`src/sv/i2crm_pkg.sv`:
```
// Shared types, codes and constants of the I2C register master.
package i2crm_pkg;

  localparam int unsigned WRITE_DEPTH = 16;
  localparam int unsigned WBUF_AW = (WRITE_DEPTH > 1) ? $clog2(WRITE_DEPTH) : 1;
  localparam int unsigned FILL_W = $clog2(WRITE_DEPTH + 1);

  localparam int unsigned APB_AW = 3;
  localparam int unsigned APB_DW = 32;

  // Register index, taken from paddr bit 2
  localparam logic REG_ACK_TIMEOUT = 1'b0;
  localparam logic REG_UNIT_TICKS = 1'b1;

  localparam logic [7:0] ACK_TIMEOUT_RST = 8'd5;
  localparam logic [10:0] UNIT_TICKS_RST = 11'd1;
  localparam logic [10:0] UNIT_TICKS_MAX = 11'd1024;

  localparam logic [1:0] STATUS_OK = 2'd0;
  localparam logic [1:0] STATUS_ADDR_NACK = 2'd1;
  localparam logic [1:0] STATUS_DATA_NACK = 2'd2;

  typedef enum logic [1:0] {
    MODE_TICK  = 2'd0,
    MODE_LOAD  = 2'd1,
    MODE_WRITE = 2'd2,
    MODE_READ  = 2'd3
  } mode_e;

  typedef enum logic [1:0] {
    STG_ADDR_W = 2'd0,
    STG_REG    = 2'd1,
    STG_DATA   = 2'd2,
    STG_ADDR_R = 2'd3
  } stage_e;

  typedef enum logic [4:0] {
    PH_IDLE      = 5'd0,
    PH_ST1       = 5'd1,
    PH_ST2       = 5'd2,
    PH_ST3       = 5'd3,
    PH_TX_LOW    = 5'd4,
    PH_TX_DATA   = 5'd5,
    PH_TX_HIGH   = 5'd6,
    PH_TX_END    = 5'd7,
    PH_ACK_REL   = 5'd8,
    PH_ACK_POLL  = 5'd9,
    PH_NEXT      = 5'd10,
    PH_RX_HIGH   = 5'd11,
    PH_RX_SAMPLE = 5'd12,
    PH_AK1       = 5'd13,
    PH_AK2       = 5'd14,
    PH_RXB       = 5'd15,
    PH_NK1       = 5'd16,
    PH_NK2       = 5'd17,
    PH_SP0       = 5'd18,
    PH_SP1       = 5'd19,
    PH_SP2       = 5'd20,
    PH_SP3       = 5'd21,
    PH_FIN       = 5'd22
  } phase_e;

  typedef struct packed {
    logic [1:0] mode;
    logic [6:0] dev_addr;
    logic [7:0] reg_addr;
    logic [7:0] byte_count;
    logic [7:0] data_byte;
    logic       sda_in;
  } in_t;

  typedef struct packed {
    logic       scl_level;
    logic       sda_level;
    logic [7:0] read_byte;
    logic       read_valid;
    logic       busy_res;
    logic       done_res;
    logic [1:0] status;
  } out_t;

  typedef struct packed {
    logic [7:0]  ack_timeout;
    logic [10:0] unit_ticks;
  } cfg_t;

endpackage

```
`src/sv/i2crm_wbuf.sv`:
```
// Write data buffer: single-port write, one registered read port.
module i2crm_wbuf #(
  parameter int unsigned DEPTH = 16,
  parameter int unsigned WIDTH = 8,
  parameter int unsigned AW = (DEPTH > 1) ? $clog2(DEPTH) : 1
) (
  input  logic             clk_i,
  input  logic             wr_en_i,
  input  logic [AW-1:0]    wr_addr_i,
  input  logic [WIDTH-1:0] wr_data_i,
  input  logic [AW-1:0]    rd_addr_i,
  output logic [WIDTH-1:0] rd_data_o
);

  logic [WIDTH-1:0] mem [DEPTH];
  logic [WIDTH-1:0] rd_data_q;

  always_ff @(posedge clk_i) begin
    if (wr_en_i) begin
      mem[wr_addr_i] <= wr_data_i;
    end
  end

  always_ff @(posedge clk_i) begin
    rd_data_q <= mem[rd_addr_i];
  end

  assign rd_data_o = rd_data_q;

endmodule

```
`src/sv/i2crm_regs.sv`:
```
// Configuration registers behind the APB-style port.
module i2crm_regs import i2crm_pkg::*; (
  input  logic              clk_i,
  input  logic              rst_ni,
  input  logic              psel_i,
  input  logic              penable_i,
  input  logic              pwrite_i,
  input  logic [APB_AW-1:0] paddr_i,
  input  logic [APB_DW-1:0] pwdata_i,
  output logic [APB_DW-1:0] prdata_o,
  output cfg_t              cfg_o
);

  cfg_t cfg_q, cfg_d;
  logic wr_en;

  assign wr_en = psel_i && penable_i && pwrite_i;

  always_comb begin
    cfg_d = cfg_q;
    if (wr_en) begin
      unique case (paddr_i[2])
        REG_ACK_TIMEOUT: cfg_d.ack_timeout = pwdata_i[7:0];
        REG_UNIT_TICKS:  cfg_d.unit_ticks = pwdata_i[10:0];
        default: ;
      endcase
    end
  end

  always_ff @(posedge clk_i or negedge rst_ni) begin
    if (!rst_ni) begin
      cfg_q.ack_timeout <= ACK_TIMEOUT_RST;
      cfg_q.unit_ticks <= UNIT_TICKS_RST;
    end else begin
      cfg_q <= cfg_d;
    end
  end

  always_comb begin
    unique case (paddr_i[2])
      REG_ACK_TIMEOUT: prdata_o = {{(APB_DW - 8){1'b0}}, cfg_q.ack_timeout};
      REG_UNIT_TICKS:  prdata_o = {{(APB_DW - 11){1'b0}}, cfg_q.unit_ticks};
      default:         prdata_o = '0;
    endcase
  end

  assign cfg_o = cfg_q;

endmodule

```
`src/sv/i2crm_engine.sv`:
```
// Bus sequencer: one step per item, write bytes fetched from the buffer memory.
module i2crm_engine import i2crm_pkg::*; (
  input  logic clk_i,
  input  logic rst_ni,
  input  logic step_i,
  input  in_t  item_i,
  input  cfg_t cfg_i,
  output out_t res_o
);

  phase_e            phase_q, phase_d;
  stage_e            stage_q, stage_d;
  logic [3:0]        bit_q, bit_d;
  logic [10:0]       wait_q, wait_d;
  logic [7:0]        ackw_q, ackw_d;
  logic [7:0]        shift_q, shift_d;
  logic [7:0]        left_q, left_d;
  logic [FILL_W-1:0] fill_q, fill_d;
  logic [FILL_W-1:0] pos_q, pos_d;
  logic [6:0]        taddr_q, taddr_d;
  logic [7:0]        treg_q, treg_d;
  logic              rd_q, rd_d;
  logic              scl_q, scl_d;
  logic              sda_q, sda_d;
  logic [1:0]        status_q, status_d;

  logic              valid, done, wr_en;
  logic [7:0]        left_n;
  logic [10:0]       unit_eff, dly1, dly2;
  logic [11:0]       unit_x2;
  logic [7:0]        rd_data;
  mode_e             mode;

  assign mode = mode_e'(item_i.mode);

  // Clamp the unit to 1..1024 ticks; a wait of n units loads n*unit-1
  always_comb begin
    if (cfg_i.unit_ticks == 11'd0) begin
      unit_eff = 11'd1;
    end else if (cfg_i.unit_ticks > UNIT_TICKS_MAX) begin
      unit_eff = UNIT_TICKS_MAX;
    end else begin
      unit_eff = cfg_i.unit_ticks;
    end
  end

  assign unit_x2 = {unit_eff, 1'b0};
  assign dly1 = unit_eff - 11'd1;
  assign dly2 = 11'(unit_x2 - 12'd1);

  i2crm_wbuf #(
    .DEPTH(WRITE_DEPTH),
    .WIDTH(8)
  ) u_wbuf (
    .clk_i    (clk_i),
    .wr_en_i  (wr_en),
    .wr_addr_i(fill_q[WBUF_AW-1:0]),
    .wr_data_i(item_i.data_byte),
    .rd_addr_i(pos_q[WBUF_AW-1:0]),
    .rd_data_o(rd_data)
  );

  always_comb begin
    phase_d  = phase_q;
    stage_d  = stage_q;
    bit_d    = bit_q;
    wait_d   = wait_q;
    ackw_d   = ackw_q;
    shift_d  = shift_q;
    left_d   = left_q;
    fill_d   = fill_q;
    pos_d    = pos_q;
    taddr_d  = taddr_q;
    treg_d   = treg_q;
    rd_d     = rd_q;
    scl_d    = scl_q;
    sda_d    = sda_q;
    status_d = status_q;
    valid    = 1'b0;
    done     = 1'b0;
    wr_en    = 1'b0;
    left_n   = left_q;

    if (step_i) begin
      if (phase_q == PH_IDLE) begin
        if (mode == MODE_LOAD) begin
          if (fill_q < FILL_W'(WRITE_DEPTH)) begin
            wr_en  = 1'b1;
            fill_d = fill_q + FILL_W'(1);
          end
        end else if (mode == MODE_WRITE || mode == MODE_READ) begin
          taddr_d = item_i.dev_addr;
          treg_d  = item_i.reg_addr;
          rd_d    = (mode == MODE_READ);
          left_d  = item_i.byte_count;
          if (mode == MODE_WRITE) begin
            // Send no more bytes than the buffer holds, then empty it
            if ({1'b0, item_i.byte_count} > 9'(fill_q)) begin
              left_d = 8'(fill_q);
            end
            fill_d = '0;
          end
          pos_d    = '0;
          stage_d  = STG_ADDR_W;
          status_d = STATUS_OK;
          sda_d    = 1'b1;
          wait_d   = dly2;
          phase_d  = PH_ST1;
        end
      end else if (mode == MODE_TICK) begin
        if (wait_q != 11'd0) begin
          wait_d = wait_q - 11'd1;
        end else begin
          unique case (phase_q)
            PH_ST1: begin
              scl_d = 1'b1; wait_d = dly1; phase_d = PH_ST2;
            end
            PH_ST2: begin
              sda_d = 1'b0; wait_d = dly1; phase_d = PH_ST3;
            end
            PH_ST3: begin
              scl_d   = 1'b0;
              wait_d  = dly1;
              shift_d = {taddr_q, stage_q == STG_ADDR_R};
              bit_d   = 4'd0;
              phase_d = PH_TX_LOW;
            end
            PH_TX_LOW: begin
              scl_d = 1'b0; wait_d = dly2; phase_d = PH_TX_DATA;
            end
            PH_TX_DATA: begin
              sda_d   = shift_q[7];
              shift_d = {shift_q[6:0], 1'b0};
              wait_d  = dly2;
              phase_d = PH_TX_HIGH;
            end
            PH_TX_HIGH: begin
              scl_d   = 1'b1;
              wait_d  = dly1;
              bit_d   = bit_q + 4'd1;
              phase_d = (bit_d >= 4'd8) ? PH_TX_END : PH_TX_LOW;
            end
            PH_TX_END: begin
              scl_d = 1'b0; wait_d = dly2; phase_d = PH_ACK_REL;
            end
            PH_ACK_REL: begin
              sda_d   = 1'b1;
              scl_d   = 1'b1;
              ackw_d  = cfg_i.ack_timeout;
              wait_d  = dly1;
              phase_d = PH_ACK_POLL;
            end
            PH_ACK_POLL: begin
              if (!item_i.sda_in) begin
                scl_d = 1'b0; wait_d = dly2; phase_d = PH_NEXT;
              end else if (ackw_q <= 8'd1) begin
                // No acknowledge in time: abort with stop
                status_d = (stage_q == STG_ADDR_W || stage_q == STG_ADDR_R) ?
                           STATUS_ADDR_NACK : STATUS_DATA_NACK;
                scl_d   = 1'b0;
                wait_d  = dly2;
                phase_d = PH_SP1;
              end else begin
                ackw_d = ackw_q - 8'd1;
                wait_d = dly1;
              end
            end
            PH_NEXT: begin
              if (stage_q == STG_ADDR_W) begin
                stage_d = STG_REG;
                shift_d = treg_q;
                bit_d   = 4'd0;
                scl_d   = 1'b0;
                wait_d  = dly2;
                phase_d = PH_TX_DATA;
              end else if (stage_q == STG_ADDR_R) begin
                if (left_q != 8'd0) begin
                  sda_d   = 1'b1;
                  scl_d   = 1'b0;
                  shift_d = 8'd0;
                  bit_d   = 4'd0;
                  wait_d  = dly2;
                  phase_d = PH_RX_HIGH;
                end else begin
                  sda_d = 1'b1; wait_d = dly1; phase_d = PH_NK1;
                end
              end else if (stage_q == STG_REG && rd_q) begin
                stage_d = STG_ADDR_R;
                sda_d   = 1'b1;
                wait_d  = dly2;
                phase_d = PH_ST1;
              end else if (left_q != 8'd0 && 9'(pos_q) < 9'(WRITE_DEPTH)) begin
                // Buffer word at pos_q was read on an earlier cycle
                shift_d = rd_data;
                pos_d   = pos_q + FILL_W'(1);
                left_d  = left_q - 8'd1;
                stage_d = STG_DATA;
                bit_d   = 4'd0;
                scl_d   = 1'b0;
                wait_d  = dly2;
                phase_d = PH_TX_DATA;
              end else begin
                scl_d = 1'b0; wait_d = dly2; phase_d = PH_SP1;
              end
            end
            PH_RX_HIGH: begin
              scl_d = 1'b1; wait_d = dly1; phase_d = PH_RX_SAMPLE;
            end
            PH_RX_SAMPLE: begin
              shift_d = {shift_q[6:0], item_i.sda_in};
              bit_d   = bit_q + 4'd1;
              if (bit_d < 4'd8) begin
                scl_d = 1'b0; wait_d = dly2; phase_d = PH_RX_HIGH;
              end else begin
                valid = 1'b1;
                if (left_q != 8'd0) begin
                  left_n = left_q - 8'd1;
                end
                left_d  = left_n;
                scl_d   = 1'b0;
                sda_d   = (left_n == 8'd0);
                wait_d  = dly1;
                phase_d = (left_n != 8'd0) ? PH_AK1 : PH_NK1;
              end
            end
            PH_AK1: begin
              scl_d = 1'b1; wait_d = dly1; phase_d = PH_AK2;
            end
            PH_AK2: begin
              scl_d = 1'b0; wait_d = dly1; phase_d = PH_RXB;
            end
            PH_RXB: begin
              sda_d   = 1'b1;
              scl_d   = 1'b0;
              shift_d = 8'd0;
              bit_d   = 4'd0;
              wait_d  = dly2;
              phase_d = PH_RX_HIGH;
            end
            PH_NK1: begin
              scl_d = 1'b1; wait_d = dly1; phase_d = PH_NK2;
            end
            PH_NK2: begin
              scl_d = 1'b0; wait_d = dly2; phase_d = PH_SP0;
            end
            PH_SP0: begin
              scl_d = 1'b0; wait_d = dly2; phase_d = PH_SP1;
            end
            PH_SP1: begin
              sda_d = 1'b0; wait_d = dly1; phase_d = PH_SP2;
            end
            PH_SP2: begin
              scl_d = 1'b1; wait_d = dly1; phase_d = PH_SP3;
            end
            PH_SP3: begin
              sda_d = 1'b1; wait_d = dly1; phase_d = PH_FIN;
            end
            PH_FIN: begin
              done    = 1'b1;
              rd_d    = 1'b0;
              phase_d = PH_IDLE;
            end
            default: phase_d = PH_IDLE;
          endcase
        end
      end
    end
  end

  always_ff @(posedge clk_i or negedge rst_ni) begin
    if (!rst_ni) begin
      phase_q  <= PH_IDLE;
      stage_q  <= STG_ADDR_W;
      bit_q    <= '0;
      wait_q   <= '0;
      ackw_q   <= '0;
      shift_q  <= '0;
      left_q   <= '0;
      fill_q   <= '0;
      pos_q    <= '0;
      taddr_q  <= '0;
      treg_q   <= '0;
      rd_q     <= 1'b0;
      scl_q    <= 1'b1;
      sda_q    <= 1'b1;
      status_q <= STATUS_OK;
    end else begin
      phase_q  <= phase_d;
      stage_q  <= stage_d;
      bit_q    <= bit_d;
      wait_q   <= wait_d;
      ackw_q   <= ackw_d;
      shift_q  <= shift_d;
      left_q   <= left_d;
      fill_q   <= fill_d;
      pos_q    <= pos_d;
      taddr_q  <= taddr_d;
      treg_q   <= treg_d;
      rd_q     <= rd_d;
      scl_q    <= scl_d;
      sda_q    <= sda_d;
      status_q <= status_d;
    end
  end

  always_comb begin
    res_o.scl_level  = scl_d;
    res_o.sda_level  = sda_d;
    res_o.read_byte  = valid ? shift_d : 8'd0;
    res_o.read_valid = valid;
    res_o.busy_res   = (phase_d != PH_IDLE);
    res_o.done_res   = done;
    res_o.status     = status_d;
  end

`ifndef SYNTHESIS
  a_fill_bound: assert property (@(posedge clk_i) disable iff (!rst_ni)
    fill_q <= FILL_W'(WRITE_DEPTH))
    else $error("write buffer fill beyond depth");

  a_load_busy: assert property (@(posedge clk_i) disable iff (!rst_ni)
    (step_i && phase_q != PH_IDLE && mode == MODE_LOAD) |=> $stable(fill_q))
    else $error("load accepted while a transaction runs");

  a_scl_low_data: assert property (@(posedge clk_i) disable iff (!rst_ni)
    (phase_q == PH_TX_DATA) |-> !scl_q)
    else $error("SDA may change only while SCL is held low");
`endif

endmodule

```
`src/sv/i2c_register_master_core.sv`:
```
// I2C register master: item channel, result channel, config port and output buffering.
//
//   channel  dir  handshake                          payload
//   in       in   in_valid_i / in_ready_o            in_data_i  (in_t)
//   out      out  out_valid_o / out_ready_i          out_data_o (out_t)
//   cfg      in   psel, penable, pwrite, pready      paddr, pwdata, prdata
//
// One result per item; the sequencer takes one item per cycle unless input is held off.
// Bus delays are counted in tick items, not clock cycles; write bytes come from the
// buffer memory, read through a registered port ahead of use. Results sit in an output
// register with a skid stage; input is held off only while both are full. Reset is
// asynchronous, active low, and needs no clearing pass.
module i2c_register_master_core import i2crm_pkg::*; (
  input  logic              clk_i,
  input  logic              rst_ni,
  input  logic              in_valid_i,
  output logic              in_ready_o,
  input  in_t               in_data_i,
  output logic              out_valid_o,
  input  logic              out_ready_i,
  output out_t              out_data_o,
  input  logic              psel,
  input  logic              penable,
  input  logic              pwrite,
  input  logic [APB_AW-1:0] paddr,
  input  logic [APB_DW-1:0] pwdata,
  output logic [APB_DW-1:0] prdata,
  output logic              pready
);

  cfg_t cfg;
  out_t res;
  out_t out_q, out_d, skid_q, skid_d;
  logic out_v_q, out_v_d, skid_v_q, skid_v_d;
  logic push, pop;

  i2crm_regs u_regs (
    .clk_i    (clk_i),
    .rst_ni   (rst_ni),
    .psel_i   (psel),
    .penable_i(penable),
    .pwrite_i (pwrite),
    .paddr_i  (paddr),
    .pwdata_i (pwdata),
    .prdata_o (prdata),
    .cfg_o    (cfg)
  );

  i2crm_engine u_engine (
    .clk_i (clk_i),
    .rst_ni(rst_ni),
    .step_i(push),
    .item_i(in_data_i),
    .cfg_i (cfg),
    .res_o (res)
  );

  assign pready = 1'b1;
  assign in_ready_o = !skid_v_q;
  assign push = in_valid_i && in_ready_o;
  assign pop = out_v_q && out_ready_i;

  always_comb begin
    out_d    = out_q;
    out_v_d  = out_v_q;
    skid_d   = skid_q;
    skid_v_d = skid_v_q;
    if (push) begin
      if (!out_v_q || pop) begin
        out_d   = res;
        out_v_d = 1'b1;
      end else begin
        // Output still waiting: park the new result
        skid_d   = res;
        skid_v_d = 1'b1;
      end
    end else if (pop) begin
      if (skid_v_q) begin
        out_d    = skid_q;
        skid_v_d = 1'b0;
      end else begin
        out_v_d = 1'b0;
      end
    end
  end

  always_ff @(posedge clk_i or negedge rst_ni) begin
    if (!rst_ni) begin
      out_v_q  <= 1'b0;
      skid_v_q <= 1'b0;
    end else begin
      out_v_q  <= out_v_d;
      skid_v_q <= skid_v_d;
    end
  end

  always_ff @(posedge clk_i) begin
    out_q  <= out_d;
    skid_q <= skid_d;
  end

  assign out_valid_o = out_v_q;
  assign out_data_o = out_q;

`ifndef SYNTHESIS
  a_skid_order: assert property (@(posedge clk_i) disable iff (!rst_ni)
    skid_v_q |-> out_v_q)
    else $error("skid stage full while output register empty");

  a_done_idle: assert property (@(posedge clk_i) disable iff (!rst_ni)
    (out_v_q && out_q.done_res) |-> !out_q.busy_res)
    else $error("transaction reported done while still busy");

  a_read_busy: assert property (@(posedge clk_i) disable iff (!rst_ni)
    (out_v_q && out_q.read_valid) |-> (out_q.busy_res && !out_q.done_res))
    else $error("received byte outside a running transaction");
`endif

endmodule
```
`config.mk`:
```
export PLATFORM = sky130hd
export DESIGN_NAME = i2c_register_master_core
export DESIGN_NICKNAME = d
export VERILOG_FILES = /design/src/sv/i2crm_pkg.sv /design/src/sv/i2crm_wbuf.sv /design/src/sv/i2crm_regs.sv /design/src/sv/i2crm_engine.sv /design/src/sv/i2c_register_master_core.sv
export SDC_FILE = /design/constraint.sdc
export NUM_CORES = 1
export LEC_CHECK = 0
export ABC_AREA = 1
export BUFFER_PORTS_ARGS = -buffer_cell sky130_fd_sc_hd__buf_2
export CORE_ASPECT_RATIO = 1.1
export CORE_MARGIN = 10
export CORE_UTILIZATION = 43
export DETAILED_ROUTE_END_ITERATION = 10
export GPL_TIMING_DRIVEN = 0
export PLACE_DENSITY = 0.69
export SETUP_SLACK_MARGIN = 0.3
export SLEW_MARGIN = 20
export SYNTH_ARGS = -nofsm -noshare
export SYNTH_HDL_FRONTEND = slang
export SYNTH_HIERARCHICAL = 1
export SYNTH_SLANG_ARGS = --single-unit
```
`constraint.sdc`:
```
create_clock -name clk_i -period 2.5 [get_ports clk_i]
set_input_delay 0.25 -clock clk_i [delete_from_list [all_inputs] [get_ports clk_i]]
set_output_delay 0.25 -clock clk_i [all_outputs]
set_load 0.01 [all_outputs]
```
== Yosys cells after proc, flatten, opt, wreduce, memory -nomap -nowiden ==
Memories as Yosys holds them, arrays and structs flattened. A register that Yosys moved wholly into a read port is not among the register bits.
Cells that the tools add are included.
Operators by class
  muxes and demuxes: 161
  add/sub/neg operators: 8
  equal/unequal tests: 48
  bitwise logic cells: 5
  reductions and logical operators: 56
  magnitude comparators: 7
Operators by type and width (count)
  2-to-1 mux 8 bit: 31
  2-to-1 mux 5 bit: 29
  2-to-1 mux 11 bit: 13
  case mux 5 bit (21 select lines): 1
  case mux 32 bit (2 select lines): 1
  2-to-1 mux 15 bit: 4
  case mux 11 bit (5 select lines): 1
  2-to-1 mux 1 bit: 49
  2-to-1 mux 2 bit: 21
  equality test 5 x 4 -> 1 bit (second input constant): 8
  case mux 8 bit (5 select lines): 1
  equality test 5 bit (second input constant): 7
  subtractor 11 x 1 -> 11 bit (second input constant): 3
  case mux 8 bit (2 select lines): 2
  equality test 5 x 3 -> 1 bit (second input constant): 4
  2-to-1 mux 4 bit: 5
  nonzero test 2 bit: 9
  AND reduction 8 bit: 2
  nonzero test 8 bit: 2
  subtractor 8 x 1 -> 8 bit (second input constant): 2
  inequality test 3 x 2 -> 1 bit (second input constant): 5
  inequality test 2 x 1 -> 1 bit (second input constant): 6
  inequality test 2 bit (second input constant): 6
  case mux 4 bit (3 select lines): 1
  other kinds (45): 72
Word-level totals
  bits in registers: 127
  RAM bits: 128
  memories: 1
Memories
  u_engine.u_wbuf.mem: depth 16, width 8, rd ports 1, clocked after Yosys merged registers in 1, wr ports 1, RTL line i2crm_wbuf.sv:15  | logic [WIDTH-1:0] mem [DEPTH];

== Logic depth before layout (Yosys ltp) ==
Gate-level depths: netlist of run 1.
  depth after elaboration: 19
  gate-level depth with buffers: 21

== Hierarchy ==
The synthesis of run 1 kept the hierarchy.
By module, submodules not included
  i2crm_engine: cells each 980, instances 1, area each 6312.3 um^2, sequential area each 1904.3 um^2
  i2crm_wbuf: cells each 551, instances 1, area each 5766.8 um^2, sequential area each 4003.8 um^2
  i2c_register_master_core: cells each 97, instances 1, area each 1233.7 um^2, sequential area each 950.9 um^2
  i2crm_regs: cells each 140, instances 1, area each 1057.3 um^2, sequential area each 479.2 um^2

== Least setup slack after synthesis of run 1 ==
Ideal clock, no wire load.
  kind: register to register
  from: register skid_v_q
  to: memory u_engine.u_wbuf.mem[12][0] (enable)
  path slack: -142 ps
  path buffers: 2
  arrival time: 2272 ps
  stages on the path, launching flop included: 8
  required time: 2130 ps
  setup time: 370 ps
  path through: dfrtp_1 > nor2_4 > buf_6 > buf_1 > inv_1 > nor4_1 > nand3_1 > nor2_1
Between the ends
  word-level cells in the longest chain between the ends: 5
RTL lines
  start: declaration: RTL line i2c_register_master_core.sv:34  | logic out_v_q, out_v_d, skid_v_q, skid_v_d;
  start signal: assignment: RTL line i2c_register_master_core.sv:93  | skid_v_q <= skid_v_d;
  logical NOT 1 bit: RTL line i2c_register_master_core.sv:59  | assign in_ready_o = !skid_v_q;
  logical AND 1 bit: RTL line i2c_register_master_core.sv:60  | assign push = in_valid_i && in_ready_o;
  2-to-1 mux 1 bit: RTL line i2crm_engine.sv:84  | if (step_i) begin
  net u_engine.wr_en: RTL line i2crm_engine.sv:27  | logic valid, done, wr_en;
  2-to-1 mux 1 bit: RTL line i2crm_wbuf.sv:19  | if (wr_en_i) begin
  2-to-1 mux 1 bit (not written as such): RTL line i2crm_wbuf.sv:20  | mem[wr_addr_i] <= wr_data_i;
  end: declaration: RTL line i2crm_wbuf.sv:15
The timed path passes the listed nets, and every way through them passes these cells.

== Worst setup path in the final report of run 1 ==
  from: register u_engine.phase_q[0]
  to: register u_engine.phase_q[0]
Between the ends
  word-level cells in the longest chain between the ends: 7
  elaborated cells between the ends (all ways): 31
RTL lines
  start: declaration: RTL line i2crm_engine.sv:11  | phase_e phase_q, phase_d;
  start signal: assignment: RTL line i2crm_engine.sv:288  | phase_q <= phase_d;
  2-to-1 mux 5 bit: RTL line i2crm_engine.sv:156  | end else if (ackw_q <= 8'd1) begin
  2-to-1 mux 5 bit: RTL line i2crm_engine.sv:154  | if (!item_i.sda_in) begin
  case mux 5 bit (21 select lines): RTL line i2crm_engine.sv:114  | unique case (phase_q)
  2-to-1 mux 5 bit: RTL line i2crm_engine.sv:111  | if (wait_q != 11'd0) begin
  2-to-1 mux 5 bit: RTL line i2crm_engine.sv:110  | end else if (mode == MODE_TICK) begin
  2-to-1 mux 5 bit: RTL line i2crm_engine.sv:85  | if (phase_q == PH_IDLE) begin
  2-to-1 mux 5 bit (*): RTL line i2crm_engine.sv:84
  net u_engine.phase_d[0]: RTL line i2crm_engine.sv:11
The timed path passes the listed nets; every way through them passes the cells marked *.
A chain may end at the register's enable or synchronous reset.

==> run summary, run 1 <==
Post-Synth Adder-Cell Area = 0.0174
post-DP HPWL = 28.4 mm
Max clock buf depth = 3
LEAKAGE = 0.00897 uW
area delta synth->final = 33.5%
r2r worst-path depth = 17
class of the worst hold path = in2reg
fmax = 0.413 GHz
Cell Rows = 70
layout cells sized above 1 = 0.284
Clk pin slew, worst setup/hold paths = 70 ps
fillcell total = 2805
gpl congestion = 0.938
synthesized area = 14400 sq um
status = finished, final reports clean
Final Cell Area = 19200 sq um
Seq/Total Area, Yosys = 0.511
initial antenna violation count = 0
simple-gate area share of the yosys netlist = 0.287
Num CTS Buffers = 29
Compound-Gate Fraction of Synth Area = 0.0701
FF/Latch Area = 7350 sq um
WL/cell = 17.0 um
first-pass GRT wire length = 65.5 mm
IO Port Bufs = 79
clock root buffer = clkbuf_16
pre-CTS setup slack = -465 ps
synth top area cells = edfxtp_1 33%, dfrtp_1 16%, nand2_1 15%, inv_1 6.0%, nand3_1 5.4%
combinational family with the most area after synthesis = simple AND/OR/NAND/NOR gates
skew final = 14.8 ps
Pwr Total = 11900 uW
Setup crit start = u_engine/phase_q[0]
mux cell area share after synthesis = 0
Tightest Pin Transition = 748 ps
Mapped Cells = 1768
worst endpoint required time = 3000 ps
hold slack = 71.6 ps
Worst-Skew Late Latency = 560 ps
RSZ-0062 raised after global routing = yes
Placed Instances = 2300
period utilization = 0.969
clock sinks = 263
Mean Syn Cell Area = 8.13 sq um
die area = 41100 sq um
Final Non-Filler Cells = 2524
Tot GR Track Use = 0.193
nets = 2165
count of final setup violators = 0
crit path launch type = register
vias = 13000
Die Span X = 194 um
Worst VDD drop = 0.652 mV
Starting DRT DRC Count = 1049
Hold EP = u_engine/left_q[7]
dpl cell area = 15600 sq um
top-count cell post-synth = nand2_1
Warnings, synthesis = 6
kind of critical path = reg2reg
Max transition margin = 0.502
die height = 212 um
drt total wl = 42.9 mm
post-synth top area cell = edfxtp_1
hold path cells = 5
clock period minus worst slack = 2420 ps
Pre-antenna DRT Iters = 5
crit end category = register
number of distinct library cells after synthesis = 61
vias per cell = 5.16
Reg-to-Reg Start = u_engine/phase_q[0]
share of the synthesized area in the top cell type = 0.330
worst-path maximum fanout = 5
largest net degree at the start of global routing = 60
fin. max-slew vios = 0
P per Cell Area = 623 nW/um^2
remaining antenna violation count after routing = 0
Final Hold Vio Count = 0
worst hold start = in_data_i[16]
vias in the first global route = 12700
top cells by count, synth = 572 x nand2_1, 230 x inv_1, 158 x edfxtp_1
Post-synth EDFFs = 158
crit path DAT = 2930 ps
area used by multi-input combinational logic = 6690 sq um
XOR/XNOR Fraction of Synth Area = 0.0116
core area = 33100 sq um
asr flop ratio synth = 0.369
htree depth = 1
CTS tree = yes
Top FF cell, synth = edfxtp_1
R2R Path End = u_engine/phase_q[0]
max-cap viol count = 0
fin worst setup slack = 76.7 ps
GRT Residual Overflow = 0
I/O pin total = 126
antenna cells = 0
Seq cells post-synth = 263
Reg2Reg Setup Slack = 80 ps
Post-route DRC = 0
Starting Density = 0.434
## layout by cell type, fill, tap and decap left out, drive strengths merged, types with 2 or more instances in the layout
cell | netlist | final
nand2 | 587 | 587
buf | 70 | 289
inv | 246 | 246
nor2 | 164 | 164
edfxtp | 158 | 158
nand3 | 156 | 156
o21ai | 93 | 93
dfrtp | 92 | 92
a21oi | 50 | 50
clkbuf | 8 | 47
dlygate4sd3 | 0 | 30
conb | 2 | 22
ha | 20 | 20
nand4 | 17 | 17
xor2 | 12 | 12
nor3 | 12 | 12
clkinv | 2 | 10
dfxtp | 8 | 8
xnor2 | 7 | 7
and2 | 6 | 6
dfstp | 5 | 5
nor3b | 5 | 5
o22ai | 5 | 5
a211oi | 5 | 5
nor4 | 5 | 5
bufinv | 0 | 4
clkinvlp | 0 | 4
nand3b | 4 | 4
a22oi | 4 | 4
o21a | 3 | 3
o211ai | 3 | 3
a31oi | 3 | 3
o31ai | 3 | 3
and3 | 2 | 2
a41oi | 2 | 2
a21boi | 2 | 2
## report_power, final
group	total [uW]	switching, uW	leakage (uW)	internal, uW
clock	4280	1730	0.000458	2550
combinational	2530	1500	0.00588	1030
sequential	5140	190	0.00263	4950
## state kept, by name, indices dropped and copies added (netlist names), 2 cells and up
signal,flops
u_regs/cfg_o,19
u_engine/shift_q,8
u_engine/treg_q,8
u_engine/bit_q,4
u_engine/left_q,8
u_engine/stage_q,2
u_engine/pos_q,5
u_engine/phase_q,5
u_engine/u_wbuf/rd_data_o,8
u_engine/wait_q,11
u_engine/u_wbuf/mem,128
u_engine/ackw_q,8
skid_q,15
u_engine/status_q,2
u_engine/taddr_q,7
u_engine/fill_q,5
out_data_o,15
## critical path, stage by stage, from the launching register on
cell     delay (ps)
dfrtp_2         450
buf_6           150
nor2_4          170
nand2_1          70
nor2_1          270
nand2_1         160
nand4_1         130
nor2_1           60
nand2_2          70
nand2_1          50
nand2_1          70
nand2_2          50
buf_4           120
buf_4           120
buf_4           120
buf_4           120
buf_4           120
inv_1            40
## worst max path at each step
stage	to	slack, ps
2_1_floorplan	u_engine/u_wbuf/mem[10][0]	210
3_3_place_gp	u_engine/u_wbuf/mem[7][3]	-420
3_5_place_dp	u_engine/u_wbuf/mem[6][4]	-460
4_1_cts	out_data_o[3]	120
5_1_grt	out_data_o[8]	-70
6_report	u_engine/phase_q[0]	80
## layout make-up
cell class / instances / area share
Clock buffer: 40 / 0.0400
Inverter: 248 / 0.0519
Tap cell: 432 / 0.0282
Timing Repair inverter: 2 / 0.000783
Multi-Input combinational cell: 1199 / 0.348
Buffer: 78 / 0.0342
Clock inverter: 14 / 0.00907
Sequential cell: 263 / 0.383
Timing Repair Buffer: 248 / 0.104
## timing repair
action | in CTS | in global routing
pin swaps | 60 | 81
hold endpoints to repair | 74 | 0
hold buffers | 30 | 0
setup endpoints to repair | 208 | 211
resized for setup | 154 | 211
setup buffers | 87 | 49
cloned | 3 | 1
## logic make-up after synthesis
group                      after synthesis
AOI/OAI and AO/OA                      179
DFF                                    263
buffers and inverters                  326
other                                    2
and+or+nand+nor                        959
adders and majority gates               20
xor gates and xnor gates                19
## metrics by stage
stage / TNS (ps) / utilization
6_report: 0 / 0.579
5_1_grt: -165 / 0.579
3_5_place_dp: -34170 / 0.470
2_1_floorplan: 0 / -
3_3_place_gp: -29940 / 0.469
4_1_cts: 0 / 0.545
## routing by layer
metal  track usage  routed length [um]  part of all wire
met1         0.226               16600              0.39
met2         0.351               22100              0.52
met3        0.0277                2610             0.061
met4        0.0698                1530             0.036
met5             0                   0                 0
Note: power is estimated with default switching activity, not from simulation.
==> run 2, diff against run 1 <==
CORE_UTILIZATION = 55   (was 43)
HOLD_SLACK_MARGIN = 0.15   (was default)
PLACE_DENSITY = 0.83   (was 0.69)
SETUP_SLACK_MARGIN = 0.1   (was 0.3)
==> run 2 against run 1 <==
Net effect:
- core utilization increased by 11 points
- flip-flop and latch count unchanged
- via count decreased by 0.24%
- hold slack improved by 98 ps
- die area shrank 20%
- clock skew rose by 3.7 ps
- global-route usage grew 4.4 points
- critical path type unchanged
==> run summary, run 2 (synthesized netlist as in run 1, its figures left out) <==
pre-CTS setup slack = -1010 ps (-548 ps)
core area = 25900 sq um (-22%)
GRT Residual Overflow = 0 (unchanged)
Tot GR Track Use = 0.237 (+0.0445)
number of flip-flops in the largest register = 128 (unchanged)
Post-route DRC = 0 (unchanged)
Starting Density = 0.555 (+0.121)
nets = 2092 (-3.4%)
Worst VDD drop = 0.635 mV (-2.6%)
fin. max-slew vios = 0 (unchanged)
final core occ = 0.688 (+0.109)
Biggest register = u_engine/u_wbuf/mem
Worst-Skew Late Latency = 560 ps (about the same)
layout cells sized above 1 = 0.211 (-0.0736)
max-cap viol count = 0 (unchanged)
LEAKAGE = 0.00839 uW (-6.5%)
commonest non-fill, non-tap cell in the layout = nand2_1
area delta synth->final = 24.1%
post-DP HPWL = 27.1 mm (-4.7%)
Reg2Reg Setup Slack = 70 ps (about the same)
Final Hold Vio Count = 0 (unchanged)
crit path DAT = 2700 ps (-230 ps)
Starting DRT DRC Count = 1394 (+33%)
die height = 190 um (-10%)
largest net degree at the start of global routing = 80 (+33%)
delay-heaviest family, CP = simple AND/OR/NAND/NOR gates
Num CTS Buffers = 28 (-3.4%)
clock sinks = 263 (unchanged)
Crit path largest cell delay = 440 ps (about the same)
class of the worst hold path = in2reg
IO Port Bufs = 79 (unchanged)
P per Cell Area = 650 nW/um^2 (+4.4%)
status = finished, final reports clean
initial antenna violation count = 2 (+2)
hold slack = 170 ps (+98.2 ps)
Pre-antenna DRT Iters = 6 (+1)
CP cell instances = nor2_4, nand2_8, nor2_8, inv_4, buf_8, buf_12, nor4_4, buf_4, nand3b_1, buf_6, nor2_4, buf_12
CTS tree = yes
worst-path maximum fanout = 10 (+5)
crit path launch type = register
die area = 33000 sq um (-20%)
most frequent cells in the layout = 551 x nand2_1, 213 x inv_1, 158 x edfxtp_1
Max transition margin = 0.436 (-0.0657)
gpl congestion = 0.979 (+4.3%)
period utilization = 0.970 (about the same)
Cell Rows = 62 (-11%)
remaining antenna violation count after routing = 0 (unchanged)
clock root buffer = clkbuf_16
CP bufs+invs = 6 (-1)
RSZ-0062 raised after global routing = yes
fin worst setup slack = 74.8 ps (-1.96 ps)
dpl cell area = 15400 sq um (-1.2%)
skew final = 18.5 ps (+3.73 ps)
setup tns final = 0 ps (unchanged)
Max clock buf depth = 3 (unchanged)
worst endpoint required time = 2770 ps (-230 ps)
htree depth = 1 (unchanged)
crit end category = register
WL/cell = 17.1 um (+0.97%)
CP max-delay cell = dfrtp_2
vias in the first global route = 13000 (+2.5%)
fmax = 0.412 GHz (about the same)
Die Span X = 174 um (-10%)
Final Cell Area = 17800 sq um (-7.0%)
count of final setup violators = 0 (unchanged)
clock period minus worst slack = 2430 ps (+1.96 ps)
kind of critical path = reg2reg
vias per cell = 5.48 (+6.2%)
Tightest Pin Transition = 843 ps (+95.7 ps)
first-pass GRT wire length = 64.8 mm (-1.2%)
vias = 13000 (-0.24%)
Clk pin slew, worst setup/hold paths = 60 ps (about the same)
I/O pin total = 126 (unchanged)
drt total wl = 40.6 mm (-5.2%)
==> run 2: worst paths after layout <==
| path | from | endpoint | cells past startpoint |
|---|---|---|---|
| max | u_engine/phase_q[0] | u_engine/u_wbuf/mem[6][4] | 12 |
| max reg2reg | u_engine/phase_q[0] | u_engine/u_wbuf/mem[6][4] | 12 |
| max in group asynchronous | rst_ni | u_engine/treg_q[7] | 3 |
| min in group asynchronous | rst_ni | u_engine/shift_q[3] | 3 |
| min reg2reg | u_engine/treg_q[1] | u_engine/treg_q[1] | 2 |
| min | in_data_i[14] | u_engine/left_q[5] | 5 |
==> run 2: per-layer routing <==
| metal | global-route usage | up-vias | share of wire |
|---|---|---|---|
| met5 | 0 | - | 0 |
| met4 | 0.110 | 0 | 0.045 |
| met3 | 0.0399 | 153 | 0.080 |
| met2 | 0.424 | 688 | 0.50 |
| met1 | 0.273 | 6053 | 0.37 |
| li1 | - | 6099 | - |
==> run 2: metrics by stage <==
step	total power (uW)	std cells
final	11600	2370
after global routing	12100	2370
after CTS	11300	2348
after detailed placement	7030	2220
after global placement	6960	2219
after floorplan	6440	1788
==> run 2: cell type report <==
class / count / area (sq um)
fillers: 1939 / 8070
diodes: 2 / 5.00
multi-input cells: 1200 / 6200
inverters: 248 / 955
well taps: 352 / 440
plain buffers: 78 / 601
clock buffers: 31 / 712
repair buffers: 177 / 1370
clock inverters: 19 / 208
flip-flops and latches: 263 / 7350
==> run 2: tightest hold or removal path: stages <==
cell     delay (ps)
buf_2           110
inv_1            60
nor3_1           50
o21ai_0         120
o21ai_0          80
==> run 2: what timing repair did <==
item,CTS,global route
hold buffers,52,0
cloned,0,2
resized for setup,77,114
buffers inserted,26,18
pin swaps,18,36
endpoints found under the setup margin,206,166
hold endpoints to repair,265,0
==> run 2: where the power goes <==
part | switching, uW | total, uW | internal (uW)
sequential | 219 | 5170 | 4950
clock | 1730 | 4190 | 2460
combinational | 1370 | 2230 | 859
==> run 3, diff against run 2 <==
CORE_ASPECT_RATIO = 2   (was 1.1)
clock period = 2.1 ns   (was 2.5 ns; I/O delays follow)
==> run 3 against run 2 <==
Net effect:
- the run now ends with negative setup slack left
- worst setup slack lost 520 ps
- final cell count increased by 3.8%
- core utilization increased by 7.0 points
- non-clock buffer count is 112 higher
- sequential power rose by 19%
- critical path type unchanged
==> run summary, run 3 (synthesized netlist as in run 1, its figures left out) <==
status = finished with violations
failing checks = negative setup slack
htree depth = 1 (unchanged)
I/O pin total = 126 (unchanged)
fillcell total = 1714 (-12%)
kind of critical path = reg2reg
period utilization = 1.21 (+0.243)
Biggest register = u_engine/u_wbuf/mem
largest net degree at the start of global routing = 77 (-3.8%)
gpl congestion = 1.01 (+3.1%)
Crit path largest cell delay = 450 ps (about the same)
Num CTS Buffers = 23 (-18%)
Max clock buf depth = 3 (unchanged)
P per Cell Area = 682 nW/um^2 (+4.9%)
crit path launch type = register
die height = 249 um (+31%)
area used by multi-input combinational logic = 6890 sq um (+11%)
hold slack = 173 ps (+3.20 ps)
vias per cell = 5.59 (+1.9%)
clock sinks = 263 (unchanged)
clock root buffer = clkbuf_16
max-cap viol count = 0 (unchanged)
crit path DAT = 2850 ps (+150 ps)
CTS tree = yes
antenna cells = 0 (-2)
setup tns final = -43510 ps (-43510 ps)
worst endpoint required time = 2400 ps (-370 ps)
vias = 13700 (+5.8%)
initial antenna violation count = 0 (-2)
Final Non-Filler Cells = 2460 (+3.8%)
GRT Residual Overflow = 0 (unchanged)
Starting Density = 0.558 (+0.00334)
Cell Rows = 83 (+34%)
delay-heaviest family, CP = simple AND/OR/NAND/NOR gates
dpl cell area = 15600 sq um (+1.6%)
Worst VDD drop = 0.818 mV (+29%)
fin worst setup slack = -448 ps (-523 ps)
CP max-delay cell = dfrtp_2
Worst-Skew Late Latency = 540 ps (-20 ps)
layout cells sized above 1 = 0.312 (+0.101)
nets = 2200 (+5.2%)
drt total wl = 48.6 mm (+20%)
Clk pin slew, worst setup/hold paths = 70 ps (about the same)
Tightest Pin Transition = 1030 ps (+184 ps)
core area = 25800 sq um (-0.60%)
CP bufs+invs = 2 (-4)
crit end category = register
Post-route DRC = 0 (unchanged)
Die Span X = 134 um (-23%)
count of final setup violators = 219 (+219)
IO Port Bufs = 79 (unchanged)
vias in the first global route = 13800 (+5.9%)
skew final = 13.5 ps (-4.97 ps)
clock period minus worst slack = 2550 ps (+123 ps)
remaining antenna violation count after routing = 0 (unchanged)
final core occ = 0.758 (+0.0697)
class of the worst hold path = in2reg
commonest non-fill, non-tap cell in the layout = nand2_1
LEAKAGE = 0.00908 uW (+8.2%)
WL/cell = 19.8 um (+15%)
CP most frequent cell = nand2_1
FF/Latch Area = 7350 sq um (unchanged)
die area = 33400 sq um (+1.2%)
Max transition margin = 0.313 (-0.123)
number of flip-flops in the largest register = 128 (unchanged)
area delta synth->final = 35.9%
most frequent cells in the layout = 498 x nand2_1, 208 x inv_1, 158 x edfxtp_1
worst-path maximum fanout = 5 (-5)
Final Hold Vio Count = 0 (unchanged)
Tot GR Track Use = 0.270 (+0.0333)
Placed Instances = 2208 (-0.54%)
post-DP HPWL = 31.8 mm (+17%)
first-pass GRT wire length = 71.7 mm (+11%)
CP cell instances = buf_4, nand2_2, nor2_2, nand2_4, inv_2, nor2_1, nand2_1, nor2_1, nand4_1, nand2_1, nand2_1, a21oi_2, nand2_2, nor2_2, nand2_1, nand2_1, nand2_1
Starting DRT DRC Count = 1025 (-26%)
RSZ-0062 raised after global routing = yes
fin. max-slew vios = 0 (unchanged)
Final Cell Area = 19500 sq um (+9.5%)
fmax = 0.392 GHz (-4.8%)
Pre-antenna DRT Iters = 6 (unchanged)
## run 3: cell count changes in the layout (fill, tap and decap cells not counted), sizes merged
cell      previous run  this run
bufinv               4         0
buf                197       306
inv                246       245
clkinvlp             2         6
clkbuf              37        36
clkinv              15        12
diode                2         0
## run 3: tightest hold or removal path, stage by stage
cell and delay (ps):
buf_2 130, ha_1 210, nand2_1 60, o21ai_1 70
## run 3: through the flow
stage / worst slack (ps) / total power [uW]
2_1_floorplan: -238 / 7700
3_3_place_gp: -771 / 8380
3_5_place_dp: -822 / 8440
4_1_cts: -335 / 13100
5_1_grt: -602 / 13800
6_report: -448 / 13300
## run 3: timing repair
action,CTS,global route
buffers inserted,120,33
pin swaps,78,57
hold buffers,52,0
gates resized for setup,298,122
hold endpoints to repair,269,0
endpoints found under the setup margin,233,234
cloned,6,2
## run 3: final timing paths
check / from / end / slack [ps] / depth (start not counted)
max: u_engine/phase_q[0] / out_data_o[3] / -450 / 17
min: in_data_i[32] / u_engine/rd_q / 170 / 4
max reg2reg: u_engine/phase_q[0] / out_data_o[3] / -450 / 17
min reg2reg: u_engine/treg_q[0] / u_engine/treg_q[0] / 480 / 2
max in group asynchronous: rst_ni / skid_v_q / 420 / 3
min in group asynchronous: rst_ni / u_engine/status_q[0] / 220 / 3
## run 3: layout make-up
type	count	share of cell area
buffer	77	0.0343
clock buffer	27	0.0302
clock inverter	14	0.00391
inverter	248	0.0511
multi-input combinational	1200	0.353
sequential	263	0.377
tap	340	0.0218
timing repair buffer	290	0.129
timing repair inverter	1	0.000384
## run 3: where the power goes
part           internal, uW  leakage, uW  switching, uW
registers              5890      0.00263            244
logic                  1330      0.00613           1930
clock network          2020     0.000317           1890
## run 3: routing by layer
| metal | track usage | part of all wire | up-vias |
|---|---|---|---|
| li1 | - | - | 6312 |
| met2 | 0.521 | 0.55 | 716 |
| met5 | 0 | 0 | - |
| met1 | 0.241 | 0.30 | 6426 |
| met3 | 0.0349 | 0.057 | 289 |
| met4 | 0.206 | 0.095 | 0 |
